`config.mk`:
```
export PLATFORM = sky130hd
export DESIGN_NAME = serial_frame_deframer_crc16_unit
export DESIGN_NICKNAME = d
export VERILOG_FILES = /design/src/sfd_pkg.sv /design/src/sfd_frame.sv /design/src/serial_frame_deframer_crc16_unit.sv
export SDC_FILE = /design/constraint.sdc
export NUM_CORES = 1
export LEC_CHECK = 0
export ABC_AREA = 1
export BUFFER_PORTS_ARGS = -buffer_cell sky130_fd_sc_hd__buf_2
export CELL_PAD_IN_SITES_DETAIL_PLACEMENT = 1
export CELL_PAD_IN_SITES_GLOBAL_PLACEMENT = 1
export CORE_ASPECT_RATIO = 0.75
export CORE_MARGIN = 10
export CORE_UTILIZATION = 41
export DETAILED_ROUTE_END_ITERATION = 10
export HOLD_SLACK_MARGIN = 0.12
export PLACE_DENSITY_LB_ADDON = 0.1
export SYNTH_ARGS = -nofsm -noshare
export SYNTH_HDL_FRONTEND = slang
export SYNTH_SLANG_ARGS = --single-unit
```
`constraint.sdc`:
```
create_clock -name clk -period 3.1 [get_ports clk]
set_input_delay 0.62 -clock clk [delete_from_list [all_inputs] [get_ports clk]]
set_output_delay 0.62 -clock clk [all_outputs]
set_load 0.05 [all_outputs]
```
`src/sfd_pkg.sv`:
```
`timescale 1ns / 1ps

package sfd_pkg;

	localparam int MAX_PAYLOAD = 252;

	localparam logic [7:0] START_BYTE = 8'd253;
	localparam logic [7:0] END_BYTE   = 8'd254;
	localparam logic [7:0] BAD_BYTE   = 8'd255;
	localparam logic [8:0] HUNT_LIMIT = 9'd253;

	localparam logic [2:0] ST_OK         = 3'd0;
	localparam logic [2:0] ST_BAD_LENGTH = 3'd1;
	localparam logic [2:0] ST_INVALID    = 3'd2;
	localparam logic [2:0] ST_CRC        = 3'd3;
	localparam logic [2:0] ST_NO_START   = 3'd4;
	localparam logic [2:0] ST_ABORTED    = 3'd5;

	localparam logic [1:0] ADDR_USE_CRC = 2'd0;

	typedef enum logic [3:0] {
		PH_HUNT    = 4'b0001,
		PH_COLLECT = 4'b0010,
		PH_CRC_LO  = 4'b0100,
		PH_CRC_HI  = 4'b1000
	} phase_t;

	typedef struct packed {
		logic [7:0] payload_byte;
		logic       frame_end;
		logic [2:0] frame_status;
		logic [7:0] payload_count;
	} result_t;

	// crc-16/kermit, one byte, reflected form
	function automatic logic [15:0] crc_update(input logic [15:0] crc, input logic [7:0] b);
		logic [15:0] x;
		logic [7:0]  a;
		begin
			x = crc ^ {8'h00, b};
			a = x[7:0] ^ {x[3:0], 4'b0000};
			crc_update = {8'h00, x[15:8]} ^ {a, 8'h00} ^ {5'b00000, a, 3'b000}
				^ {12'h000, a[7:4]};
		end
	endfunction

	localparam logic [15:0] CRC_START = crc_update(16'h0000, START_BYTE);

	function automatic logic [2:0] frame_verdict(
		input logic        bad_seen,
		input logic        held_valid,
		input logic [7:0]  held_byte,
		input logic [8:0]  byte_count,
		input logic        check_crc,
		input logic [15:0] rx_crc,
		input logic [15:0] run_crc
	);
		begin
			if (bad_seen)
				frame_verdict = ST_INVALID;
			else if (held_valid && held_byte == BAD_BYTE
					&& byte_count <= 9'(MAX_PAYLOAD + 2))
				frame_verdict = ST_INVALID;
			else if (!held_valid || {1'b0, held_byte} != byte_count - 9'd2
					|| held_byte < 8'd4)
				frame_verdict = ST_BAD_LENGTH;
			else if (check_crc && rx_crc != run_crc)
				frame_verdict = ST_CRC;
			else
				frame_verdict = ST_OK;
		end
	endfunction

endpackage

```
`src/sfd_frame.sv`:
```
`timescale 1ns / 1ps

module sfd_frame (
	input  logic                 clk,
	input  logic                 arst_n,
	input  logic                 step_en,
	input  logic [7:0]           byte_in,
	input  logic                 use_crc,
	output logic                 res_vld,
	output sfd_pkg::result_t     res
);

	sfd_pkg::phase_t phase_q, phase_d;
	logic [8:0]  byte_count_q, byte_count_d;
	logic [7:0]  held_byte_q, held_byte_d;
	logic        held_valid_q, held_valid_d;
	logic [15:0] crc_q, crc_d;
	logic [7:0]  crc_low_q, crc_low_d;
	logic        bad_seen_q, bad_seen_d;
	logic [7:0]  emitted_q, emitted_d;
	logic [8:0]  bc_inc;

	assign bc_inc = byte_count_q + 9'd1;

	always_comb begin
		phase_d      = phase_q;
		byte_count_d = byte_count_q;
		held_byte_d  = held_byte_q;
		held_valid_d = held_valid_q;
		crc_d        = crc_q;
		crc_low_d    = crc_low_q;
		bad_seen_d   = bad_seen_q;
		emitted_d    = emitted_q;
		res_vld      = 1'b0;
		res          = '0;
		res.frame_end = 1'b1;
		res.payload_count = emitted_q;
		if (byte_in == sfd_pkg::START_BYTE) begin
			// a start byte always opens a new frame, aborting any open one
			phase_d      = sfd_pkg::PH_COLLECT;
			byte_count_d = 9'd1;
			held_byte_d  = 8'd0;
			held_valid_d = 1'b0;
			bad_seen_d   = 1'b0;
			emitted_d    = 8'd0;
			crc_d        = sfd_pkg::CRC_START;
			crc_low_d    = 8'd0;
			res_vld      = (phase_q != sfd_pkg::PH_HUNT);
			res.frame_status = sfd_pkg::ST_ABORTED;
		end else begin
			unique case (phase_q)
				sfd_pkg::PH_HUNT: begin
					byte_count_d = bc_inc;
					if (bc_inc > sfd_pkg::HUNT_LIMIT) begin
						byte_count_d      = 9'd0;
						res_vld           = 1'b1;
						res.frame_status  = sfd_pkg::ST_NO_START;
						res.payload_count = 8'd0;
					end
				end
				sfd_pkg::PH_COLLECT: begin
					byte_count_d = bc_inc;
					crc_d = sfd_pkg::crc_update(crc_q, byte_in);
					if (bc_inc > 9'(sfd_pkg::MAX_PAYLOAD + 3)) begin
						phase_d          = sfd_pkg::PH_HUNT;
						byte_count_d     = 9'd0;
						res_vld          = 1'b1;
						res.frame_status = sfd_pkg::ST_BAD_LENGTH;
					end else if (byte_in == sfd_pkg::END_BYTE) begin
						if (use_crc) begin
							phase_d = sfd_pkg::PH_CRC_LO;
						end else begin
							phase_d          = sfd_pkg::PH_HUNT;
							byte_count_d     = 9'd0;
							res_vld          = 1'b1;
							res.frame_status = sfd_pkg::frame_verdict(bad_seen_q,
								held_valid_q, held_byte_q, bc_inc, 1'b0, 16'h0000, crc_q);
						end
					end else begin
						// payload leaves one byte late so the length byte stays behind
						res.frame_end     = 1'b0;
						res.payload_count = 8'd0;
						res.payload_byte  = held_byte_q;
						if (held_valid_q) begin
							if (held_byte_q == sfd_pkg::BAD_BYTE) begin
								bad_seen_d = 1'b1;
							end else if (!bad_seen_q
									&& emitted_q < 8'(sfd_pkg::MAX_PAYLOAD)) begin
								res_vld   = 1'b1;
								emitted_d = emitted_q + 8'd1;
							end
						end
						held_byte_d  = byte_in;
						held_valid_d = 1'b1;
					end
				end
				sfd_pkg::PH_CRC_LO: begin
					crc_low_d = byte_in;
					phase_d   = sfd_pkg::PH_CRC_HI;
				end
				sfd_pkg::PH_CRC_HI: begin
					phase_d          = sfd_pkg::PH_HUNT;
					byte_count_d     = 9'd0;
					res_vld          = 1'b1;
					res.frame_status = sfd_pkg::frame_verdict(bad_seen_q, held_valid_q,
						held_byte_q, byte_count_q, 1'b1, {byte_in, crc_low_q}, crc_q);
				end
				default: begin
					phase_d      = sfd_pkg::PH_HUNT;
					byte_count_d = 9'd0;
				end
			endcase
		end
	end

	always_ff @(posedge clk or negedge arst_n) begin
		if (!arst_n) begin
			phase_q      <= sfd_pkg::PH_HUNT;
			byte_count_q <= 9'd0;
			held_byte_q  <= 8'd0;
			held_valid_q <= 1'b0;
			crc_q        <= 16'h0000;
			crc_low_q    <= 8'd0;
			bad_seen_q   <= 1'b0;
			emitted_q    <= 8'd0;
		end else if (step_en) begin
			phase_q      <= phase_d;
			byte_count_q <= byte_count_d;
			held_byte_q  <= held_byte_d;
			held_valid_q <= held_valid_d;
			crc_q        <= crc_d;
			crc_low_q    <= crc_low_d;
			bad_seen_q   <= bad_seen_d;
			emitted_q    <= emitted_d;
		end
	end

endmodule

```
`src/serial_frame_deframer_crc16_unit.sv`:
```
`timescale 1ns / 1ps

// Delimited serial frame receiver with CRC-16/KERMIT check. Takes one received byte per
// cycle and gives at most one result per byte: a payload byte (frame_end 0) or a frame
// status (frame_end 1). A byte is registered on acceptance, run through the framing and
// CRC step, and its result lands in the output register. The sustained rate is one byte
// per cycle; a result held by the receiver stalls the step and then the input. Set use_crc
// (APB address 0, bit 0) only while idle.
module serial_frame_deframer_crc16_unit (
	input  logic        clk,
	input  logic        arst_n,
	input  logic        psel,
	input  logic        penable,
	input  logic        pwrite,
	input  logic [1:0]  paddr,
	input  logic [31:0] pwdata,
	output logic [31:0] prdata,
	output logic        pready,
	input  logic        byte_valid,
	output logic        byte_ready,
	input  logic [7:0]  rx_byte,
	output logic        result_valid,
	input  logic        result_ready,
	output logic [7:0]  payload_byte,
	output logic        frame_end,
	output logic [2:0]  frame_status,
	output logic [7:0]  payload_count
);

	logic             use_crc_q;
	logic             valid_s1;
	logic [7:0]       byte_s1;
	logic             advance;
	logic             step_vld;
	sfd_pkg::result_t step_res;
	logic             out_valid_q;
	sfd_pkg::result_t out_q;

	assign pready = 1'b1;
	assign prdata = (paddr == sfd_pkg::ADDR_USE_CRC) ? {31'b0, use_crc_q} : 32'b0;

	always_ff @(posedge clk or negedge arst_n) begin
		if (!arst_n) begin
			use_crc_q <= 1'b0;
		end else if (psel && penable && pwrite && paddr == sfd_pkg::ADDR_USE_CRC) begin
			use_crc_q <= pwdata[0];
		end
	end

	// the step runs when its result has somewhere to go
	assign advance    = valid_s1 && (!out_valid_q || result_ready);
	assign byte_ready = !valid_s1 || advance;

	always_ff @(posedge clk or negedge arst_n) begin
		if (!arst_n) begin
			valid_s1 <= 1'b0;
		end else if (byte_valid && byte_ready) begin
			valid_s1 <= 1'b1;
		end else if (advance) begin
			valid_s1 <= 1'b0;
		end
	end

	always_ff @(posedge clk) begin
		if (byte_valid && byte_ready)
			byte_s1 <= rx_byte;
	end

	sfd_frame u_frame (
		.clk     (clk),
		.arst_n  (arst_n),
		.step_en (advance),
		.byte_in (byte_s1),
		.use_crc (use_crc_q),
		.res_vld (step_vld),
		.res     (step_res)
	);

	always_ff @(posedge clk or negedge arst_n) begin
		if (!arst_n) begin
			out_valid_q <= 1'b0;
		end else if (advance) begin
			out_valid_q <= step_vld;
		end else if (result_ready) begin
			out_valid_q <= 1'b0;
		end
	end

	always_ff @(posedge clk) begin
		if (advance && step_vld)
			out_q <= step_res;
	end

	assign result_valid  = out_valid_q;
	assign payload_byte  = out_q.payload_byte;
	assign frame_end     = out_q.frame_end;
	assign frame_status  = out_q.frame_status;
	assign payload_count = out_q.payload_count;

endmodule

```
==> out/results.ini, run 1 <==
[yosys]
synthesis.area_um2=5370
netlist_top_cells_area=dfrtp_1 27%, edfxtp_1 16%, nand2_1 10%
synthXorXnorAreaFrac_pct=7.50
yosys_warnings=0
synth_simple_gate_area_share_pct=27.3
synth_top_area_share_pct=26.6
synth_edf_count=28
synthAdderAreaFrac_pct=2.33
synth_compound_area_share_pct=7.29
synth_top_family_by_area=simple AND/OR/NAND/NOR gates
ys_seq_elements=86
syn_avg_cell_area_um2=7.99
synth.most_common_cell=nand2_1
syn_inst=672
synthMuxAreaShare_pct=0
ys_seq_area_share_pct=42.7
yosys_most_used_dff=dfrtp_1
yosysTopAreaCell=dfrtp_1
synthDistinctLibCells=40
ys_async_sr_fraction_pct=67.4
synth_common_cells=150 x nand2_1, 84 x inv_1, 63 x nor2_1

[floorplan]
start_util_pct=41.6
ios=104
rows=36
fp.dieW_um=152
coreArea_um2=12900
die_h_um=119
dieArea_um2=18100

[job]
cap_viol_max_count=0

[routing]
drt_wl_total_um=15500
detail-route-antenna-nets=0
firstDrtPassIters=4
wl_per_cell_um=17.3
vias=4482
avgViaCountPerCell=5.00
drc=0
first_iter_violations=289

[final_layout]
diodes=0
drive_above_1_share_pct=14.3
area_growth_syn_to_layout_pct=11.5
final_nets=779
instances_no_fill=896

[sta]
worstMarginPinSlew_ps=1270
fin_setup_tns_ps=0
setup_viol=0
rsz0062_at_grt=false
slew_violations=0
fin_crit_sh_pct=91.7
slew_headroom_pct=14.6
fin_crit_ps=2840
fmax_ghz=0.352
skew_ps=7.03
hold_viol_final=0

[worst_setup_path]
crit_arrival_ps=2960
critPathSlowestCell=dfrtp_1
worstSetupStartpoint=u_frame.byte_count_q[1]
worstSetupStartpointType=flip-flop
reg2reg_depth=18
critPathKind=flip-flop to flip-flop
cpMostUsedCell=nand2_1
crit_chain=ha_1, inv_1, nand2_1, nand2_1, inv_1, ha_1, nand2_1, inv_1, nor2_1, nand2_1, nor2_1, nand3_1, a21oi_1, nand3_1, nor2_2, o21ai_0, nand2_1, nand2_1
slowest_delay_ps=460
regToRegEndpoint=frame_status[0]
required_ps=3210
regToRegSetupSlack_ps=260
path_max_fanout=6
reg2reg_from=u_frame.byte_count_q[1]
crit_path_end=frame_status[0]
cp-end-kind=flip-flop

[power]
peakVddDrop_uv=353
p_per_area_nw_per_um2=743
leakagePower_nw=2.91

[clock_tree]
cts_tree=yes
clkTransAtPathRegs_ps=70
postCtsHoldBufs=0
h-tree-depth=3
clock-sinks=86
max-clock-path-buffers=2
clk_latency_ps=360
numCtsBuffers=9
cts-root-buf=clkbuf_16

[place]
dp_cells=880
place_hpwl_um=12200
io_buffers=40
gp_congestion=0.830

[grt]
grt_pass1_wl_um=25500
antenna_found_initial=0
grt_overflow=0
grt_usage_pct=17.2
grt_pass1_vias=4775
grt_max_degree=31

[min_path]
hold_path_class=input pin to async pin

[status]
outcome=finished clean

==> critical path: cells and delay by family (launching register included) <==
kind,cells,cell delay (ps)
buffers and inverters,3,230
adders and majority gates,2,580
AOI/OAI and AO/OA,2,310
and+or+nand+nor,11,1020
DFF,1,460
==> report_power, final <==
part	total [W]	leakage [nW]	internal, W	switching [W]
clock network	0.00113	0.140	0.000634	0.000495
registers	0.00156	0.958	0.00137	0.000191
logic	0.00176	1.81	0.000599	0.00116
==> layout by cell type (no fill, tap or decap), types with 7 or more instances in the layout <==
| cell type | n |
|---|---|
| nand2_1 | 150 |
| inv_1 | 84 |
| dfrtp_1 | 57 |
| xor2_1 | 20 |
| nor3_1 | 10 |
| nand2_2 | 9 |
| ha_1 | 10 |
| o21ai_1 | 14 |
| nand4_1 | 20 |
| buf_4 | 12 |
| a21oi_1 | 10 |
| clkbuf_16 | 9 |
| nor2_1 | 61 |
| buf_2 | 40 |
| o31ai_1 | 8 |
| nand3_1 | 55 |
| edfxtp_1 | 28 |
| o21ai_0 | 19 |
| o22ai_1 | 7 |
| xnor2_1 | 26 |
| conb_1 | 32 |
==> stage by stage <==
stage / worst slack [ps] / power, W / hold slack (ps) / cell area, um2 / utilization (%)
floorplan: 484 / 0.00284 / 324 / 5480 / -
finish: 258 / 0.00445 / 326 / 5990 / 46.3
CTS: 215 / 0.00448 / 335 / 5990 / 46.3
detailed placement: 229 / 0.00334 / 499 / 5680 / 43.9
global placement: 274 / 0.00328 / 483 / 5680 / 43.9
global route: 10.1 / 0.00477 / 372 / 5990 / 46.3
==> worst min path at each step <==
stage / start / to / slack (ps) / cells past startpoint
finish: arst_n / u_frame.crc_q[4] / 330 / 1
global route: arst_n / u_frame.crc_low_q[4] / 370 / 1
CTS: arst_n / u_frame.crc_q[4] / 340 / 1
detailed placement: u_frame.crc_low_q[4] / u_frame.crc_low_q[4] / 500 / 2
global placement: u_frame.crc_low_q[4] / u_frame.crc_low_q[4] / 480 / 2
floorplan: arst_n / result_valid / 320 / 0
==> registers in the layout, summed over array words and instances, names as in the netlist, 8 cells and up <==
register	flops
u_frame.held_byte_q	8
payload_byte	8
u_frame.emitted_q	8
u_frame.crc_low_q	8
u_frame.crc_q	16
payload_count	8
u_frame.byte_count_q	9
byte_s1	8
==> what timing repair did <==
item                                    4_1_cts  5_1_grt
hold endpoints to repair                      0        0
endpoints found under the setup margin        0        1
gates resized for setup                       0        2
setup buffers                                 0        0
==> layout make-up <==
type	instances	area (um2)
tap	171	214
fill	1587	6940
clock buffer	9	225
sequential	86	2290
multi-input combinational	480	2510
inverter	89	334
clock inverter	7	81.3
timing repair buffer	54	330
==> cells by family after synthesis <==
kind of cell,Yosys count
compound gates,66
xor+xnor,46
fa+ha+maj,10
buf+inv,136
flops,86
other cells,2
simple gates,326
==> routing by layer <==
layer | global-route usage, % | wire length (um)
met1 | 23.5 | 7900
met2 | 26.3 | 6810
met3 | 4.17 | 607
met4 | 5.10 | 205
met5 | 0 | 0
No activity file was read; power rests on OpenSTA's default activity.
==> run 2, diff against run 1 <==
--- a/config.mk
+++ b/config.mk
@@ -11,7 +11,8 @@
 export CELL_PAD_IN_SITES_GLOBAL_PLACEMENT = 1
 export CORE_ASPECT_RATIO = 0.75
 export CORE_MARGIN = 10
-export CORE_UTILIZATION = 41
+export CORE_UTILIZATION = 40
+export CTS_BUF_LIST = sky130_fd_sc_hd__clkbuf_8
 export DETAILED_ROUTE_END_ITERATION = 10
 export HOLD_SLACK_MARGIN = 0.12
 export PLACE_DENSITY_LB_ADDON = 0.1
==> run 2 against run 1 <==
  * Combinational power hardly changed
  * Sequential power about the same
  * Global-route usage shrank 0.27 points
  * Worst setup slack gained 34 ps
  * Flip-flop and latch count unchanged
  * Wire length up 0.17%
  * Critical path type unchanged
==> out/results.ini, run 2 (synthesis gave the netlist of run 1 again) <==
[sta]
skew_ps=8.84  ; was 7.03 ps
fin_setup_tns_ps=0  ; unchanged
fin_crit_ps=2810  ; was 2840 ps
rsz0062_at_grt=false  ; unchanged
worstMarginPinSlew_ps=568  ; was 1270 ps
fmax_ghz=0.356  ; was 0.352 GHz
hold_viol_final=0  ; unchanged
setup_viol=0  ; unchanged
slew_headroom_pct=61.8  ; was 14.6%
slew_violations=0  ; unchanged
fin_crit_sh_pct=90.6  ; was 91.7%

[worst_setup_path]
crit_arrival_ps=2960  ; about the same
slowest_delay_ps=470  ; was 460 ps
path_max_fanout=6  ; unchanged
critPathSlowestCell=dfrtp_1  ; unchanged
crit_chain=ha_2, inv_1, nand2_1, nand2_1, inv_1, ha_1, nand2_1, inv_1, nor2_1, nand2_1, nor2_1, nand3_1, a21oi_1, nand3_1, nor2_2, o21ai_0, nand2_1, nand2_1  ; was ha_1, inv_1, nand2_1, nand2_1, inv_1, ha_1, nand2_1, inv_1, nor2_1, nand2_1, nor2_1, nand3_1, a21oi_1, nand3_1, nor2_2, o21ai_0, nand2_1, nand2_1
cp-end-kind=flip-flop  ; unchanged
worstSetupStartpointType=flip-flop  ; unchanged
critPathKind=flip-flop to flip-flop  ; unchanged
crit_family=simple AND/OR/NAND/NOR gates  ; unchanged
required_ps=3250  ; was 3210 ps
cpMostUsedCell=nand2_1  ; unchanged
cp_num_buf_inv=3  ; unchanged

[routing]
avgViaCountPerCell=5.05  ; was 5.00
vias=4553  ; was 4,482
drt_wl_total_um=15500  ; about the same
wl_per_cell_um=17.2  ; was 17.3 um
first_iter_violations=262  ; was 289
firstDrtPassIters=4  ; unchanged
detail-route-antenna-nets=0  ; unchanged
drc=0  ; unchanged

[floorplan]
die_h_um=120  ; was 119 um
coreArea_um2=13100  ; was 12,900 um2
rows=36  ; unchanged
ios=104  ; unchanged
fp.dieW_um=154  ; was 152 um
dieArea_um2=18500  ; was 18,100 um2
start_util_pct=41.1  ; was 41.6%

[place]
place_hpwl_um=12300  ; was 12,200 um
gp_congestion=0.888  ; was 0.830
io_buffers=40  ; unchanged

[grt]
grt_max_degree=33  ; was 31
grt_overflow=0  ; unchanged
grt_usage_pct=16.9  ; was 17.2%
grt_pass1_vias=4926  ; was 4,775
grt_pass1_wl_um=25700  ; was 25,500 um
antenna_found_initial=0  ; unchanged

[final_layout]
area_growth_syn_to_layout_pct=10.6  ; was 11.5%
final_cell_mix=150 x nand2_1, 84 x inv_1, 62 x nor2_1  ; was 150 x nand2_1, 84 x inv_1, 61 x nor2_1
final_common_cell=nand2_1  ; unchanged
diodes=0  ; unchanged
final_nets=785  ; was 779
reg_top3=u_frame.crc_q (16), u_frame.byte_count_q (9)  ; unchanged
regMostFlops=u_frame.crc_q  ; unchanged
drive_above_1_share_pct=15.0  ; was 14.3%
largest_reg_flops=16  ; unchanged

[power]
power_w=0.00427  ; was 0.00445 W
peakVddDrop_uv=368  ; was 353 uV
p_per_area_nw_per_um2=718  ; was 743 nW/um2
leakagePower_nw=2.91  ; about the same

[status]
outcome=finished clean  ; unchanged

[job]
cap_viol_max_count=0  ; unchanged

[clock_tree]
clock-sinks=86  ; unchanged
cts-root-buf=clkbuf_8  ; was clkbuf_16
max-clock-path-buffers=2  ; unchanged
post_cts_buffers=0  ; unchanged
numCtsBuffers=9  ; unchanged
cts_tree=yes  ; unchanged
clk_latency_ps=380  ; was 360 ps
h-tree-depth=3  ; unchanged
clkTransAtPathRegs_ps=100  ; was 70 ps

[min_path]
hold_path_class=input pin to async pin  ; unchanged

==> run 2: changes by cell type in the layout (fill, tap and decap cells not counted), moves of 2 or more <==
cell,previous run,this run
clkbuf_8,0,9
inv_6,1,3
clkinvlp_4,3,0
buf_4,12,19
clkbuf_16,9,0
==> run 2: power breakdown <==
part           internal (W)  switching [W]  leakage [nW]  total [W]
logic              0.000612        0.00117          1.84    0.00178
clock network      0.000467       0.000451         0.117   0.000918
registers           0.00137       0.000195         0.958    0.00157
total               0.00245        0.00182          2.91    0.00427
==> run 2: stage by stage <==
stage	std cells	utilization, %	cell area (um2)	hold WS, ps	worst slack, ps
floorplan	702	-	5480	324	484
global placement	886	43.7	5710	489	286
detailed placement	886	43.7	5710	500	237
CTS	902	45.5	5940	237	209
global route	902	45.5	5940	248	0.951
finish	902	45.5	5940	240	292
==> run 2: cell type report <==
type / instances / area [um2]
tap: 171 / 214
multi-input combinational: 480 / 2510
fill: 1657 / 7120
clock buffer: 9 / 124
inverter: 89 / 334
clock inverter: 7 / 103
sequential: 86 / 2290
timing repair buffer: 60 / 363
==> run 2: per-layer routing <==
layer | routed length (um) | up-vias | global-route usage (%)
met2 | 6780 | 98 | 26.2
li1 | - | 2211 | -
met4 | 170 | 0 | 4.06
met3 | 906 | 16 | 5.03
met1 | 7690 | 2228 | 22.7
met5 | 0 | - | 0
==> run 2: worst paths after layout <==
kind	startpoint	endpoint	slack, ps	cells past startpoint
setup / recovery	u_frame.byte_count_q[1]	frame_status[0]	290	18
hold / removal	arst_n	u_frame.crc_low_q[7]	240	2
setup reg to reg	u_frame.byte_count_q[1]	frame_status[0]	290	18
hold reg to reg	u_frame.crc_low_q[5]	u_frame.crc_low_q[5]	520	2
max in group asynchronous	arst_n	u_frame.byte_count_q[3]	2500	2
min in group clk	rx_byte[3]	byte_s1[3]	410	1
==> run 2: repair_timing <==
item | in CTS | in global routing
hold buffers | 0 | 0
setup endpoints to repair | 0 | 1
resized for setup | 0 | 2
==> run 3, diff against run 2 <==
--- a/config.mk
+++ b/config.mk
@@ -7,11 +7,12 @@
 export LEC_CHECK = 0
 export ABC_AREA = 1
 export BUFFER_PORTS_ARGS = -buffer_cell sky130_fd_sc_hd__buf_2
+export CAP_MARGIN = 20
 export CELL_PAD_IN_SITES_DETAIL_PLACEMENT = 1
 export CELL_PAD_IN_SITES_GLOBAL_PLACEMENT = 1
 export CORE_ASPECT_RATIO = 0.75
 export CORE_MARGIN = 10
-export CORE_UTILIZATION = 40
+export CORE_UTILIZATION = 35
 export CTS_BUF_LIST = sky130_fd_sc_hd__clkbuf_8
 export DETAILED_ROUTE_END_ITERATION = 10
 export HOLD_SLACK_MARGIN = 0.12
==> run 3 against run 2 <==
  * Global-route usage down 1.3 points
  * Sequential power hardly changed
  * Register-to-register slack barely moved
  * Die area up 12%
  * Flip-flop and latch count unchanged
  * Worst hold slack improved by 55 ps
  * Via count fell by 1.5%
  * Power is 4.6% lower
  * Core utilization decreased by 6.1 points
==> out/results.ini, run 3 (synthesis gave the netlist of run 1 again) <==
[status]
outcome=finished clean  ; unchanged

[routing]
drt_wl_total_um=15700  ; was 15,500 um
wl_per_cell_um=16.7  ; was 17.2 um
detail-route-antenna-nets=0  ; unchanged
vias=4484  ; was 4,553
avgViaCountPerCell=4.76  ; was 5.05
firstDrtPassIters=4  ; unchanged
drc=0  ; unchanged
first_iter_violations=253  ; was 262

[clock_tree]
clock-sinks=86  ; unchanged
max-clock-path-buffers=2  ; unchanged
clk_latency_ps=370  ; was 380 ps
cts_tree=yes  ; unchanged
cts-root-buf=clkbuf_8  ; unchanged
numCtsBuffers=9  ; unchanged
post_cts_buffers=0  ; unchanged
cts_resized=0  ; unchanged
clkTransAtPathRegs_ps=90  ; was 100 ps
h-tree-depth=3  ; unchanged
postCtsHoldBufs=0  ; unchanged

[grt]
grt_pass1_vias=4767  ; was 4,926
grt_max_degree=27  ; was 33
grt_usage_pct=15.6  ; was 16.9%
grt_overflow=0  ; unchanged
antenna_found_initial=0  ; unchanged
grt_pass1_wl_um=25900  ; was 25,700 um

[sta]
rsz0062_at_grt=false  ; unchanged
slew_violations=0  ; unchanged
fin_setup_tns_ps=0  ; unchanged
fmax_ghz=0.358  ; was 0.356 GHz
timing.hold.ws_ps=295  ; was 240 ps
slew_headroom_pct=52.4  ; was 61.8%
worstMarginPinSlew_ps=714  ; was 568 ps
hold_viol_final=0  ; unchanged
fin_crit_sh_pct=90.2  ; was 90.6%
setup_ws_ps=305  ; was 292 ps
fin_crit_ps=2790  ; was 2810 ps
skew_ps=7.43  ; was 8.84 ps
setup_viol=0  ; unchanged

[final_layout]
reg_top3=u_frame.crc_q (16), u_frame.byte_count_q (9)  ; unchanged
area_growth_syn_to_layout_pct=10.9  ; was 10.6%
fillers=1923  ; was 1,657
instances_no_fill=942  ; was 902
diodes=0  ; unchanged
post-route-util_pct=39.4  ; was 45.5%
final_cell_mix=150 x nand2_1, 87 x inv_1, 63 x nor2_1  ; was 150 x nand2_1, 84 x inv_1, 62 x nor2_1
final_nets=791  ; was 785
drive_above_1_share_pct=15.1  ; was 15.0%
largest_reg_flops=16  ; unchanged
regMostFlops=u_frame.crc_q  ; unchanged
final_common_cell=nand2_1  ; unchanged

[power]
peakVddDrop_uv=257  ; was 368 uV
p_per_area_nw_per_um2=684  ; was 718 nW/um2
leakagePower_nw=2.92  ; was 2.91 nW

[job]
cap_viol_max_count=0  ; unchanged

[worst_setup_path]
worstSetupStartpointType=flip-flop  ; unchanged
critPathKind=flip-flop to flip-flop  ; unchanged
cp-end-kind=flip-flop  ; unchanged
crit_arrival_ps=2940  ; was 2960 ps
path_max_fanout=6  ; unchanged
required_ps=3240  ; was 3250 ps

[place]
place_hpwl_um=12500  ; was 12,300 um
dp_cells=925  ; was 886
io_buffers=40  ; unchanged
gp_congestion=0.861  ; was 0.888
dp_slack_ps=337  ; was 237 ps

[min_path]
hold_path_class=input pin to async pin  ; unchanged

[floorplan]
start_util_pct=35.5  ; was 41.1%
die_h_um=127  ; was 120 um
rows=39  ; was 36
fp.dieW_um=163  ; was 154 um
ios=104  ; unchanged
dieArea_um2=20800  ; was 18,500 um2
coreArea_um2=15100  ; was 13,100 um2

==> run 3: layer usage <==
metal  global-route usage, %  up-vias  routed length (um)  part of all wire, %
met2                    22.8       89                6740                   43
met3                    3.50       11                 867                  5.5
met1                    22.7     2168                7950                   51
li1                        -     2216                   -                    -
met4                    3.86        0                 159                  1.0
met5                       0        -                   0                    0
==> run 3: power by group <==
part | switching (W) | internal [W]
sequential | 0.000198 | 0.00137
combinational | 0.00114 | 0.000657
clock | 0.000424 | 0.000280
total | 0.00177 | 0.00231
==> run 3: cell type report <==
| cell class | instances | area (um2) | share of cell area, % |
|---|---|---|---|
| Inverter | 89 | 334 | 5.61 |
| Clock buffer | 9 | 124 | 2.08 |
| Sequential cell | 86 | 2290 | 38.5 |
| Multi-Input combinational cell | 480 | 2510 | 42.1 |
| Tap cell | 205 | 256 | 4.30 |
| Timing Repair Buffer | 66 | 408 | 6.85 |
| Clock inverter | 7 | 35.0 | 0.588 |
==> run 3: per-stage QoR <==
| step | instance area [um2] | power, W |
|---|---|---|
| after floorplan | 5480 | 0.00284 |
| after global placement | 5790 | 0.00334 |
| after detailed placement | 5790 | 0.00339 |
| after CTS | 5950 | 0.00412 |
| after global routing | 5960 | 0.00442 |
| final | 5960 | 0.00407 |
==> run 3: path summary, 6_finish.rpt <==
| kind | start | to | slack [ps] | depth (start not counted) |
|---|---|---|---|---|
| worst max-delay path | u_frame.byte_count_q[1] | frame_status[0] | 310 | 19 |
| worst max register to register | u_frame.byte_count_q[1] | frame_status[0] | 310 | 19 |
| min in group clk | rx_byte[6] | byte_s1[6] | 420 | 1 |
| max in group asynchronous | arst_n | u_frame.crc_q[4] | 2010 | 2 |
| worst min register to register | u_frame.crc_low_q[4] | u_frame.crc_low_q[4] | 510 | 2 |
| worst min-delay path | arst_n | u_frame.phase_q[2] | 290 | 1 |
==> run 3: worst max-delay path: stages, from the launching register on <==
cell and delay [ps]:
dfrtp_1 460, ha_1 250, inv_1 80, nand2_1 70, nand2_1 100, inv_1 80, ha_1 310, nand2_1 70
inv_1 40, nor2_1 80, nand2_1 60, nor2_1 120, nand3_1 100, a21oi_1 170, nand3_1 100, nor2_1 140
buf_4 150, o21ai_0 80, nand2_1 60, nand2_1 40
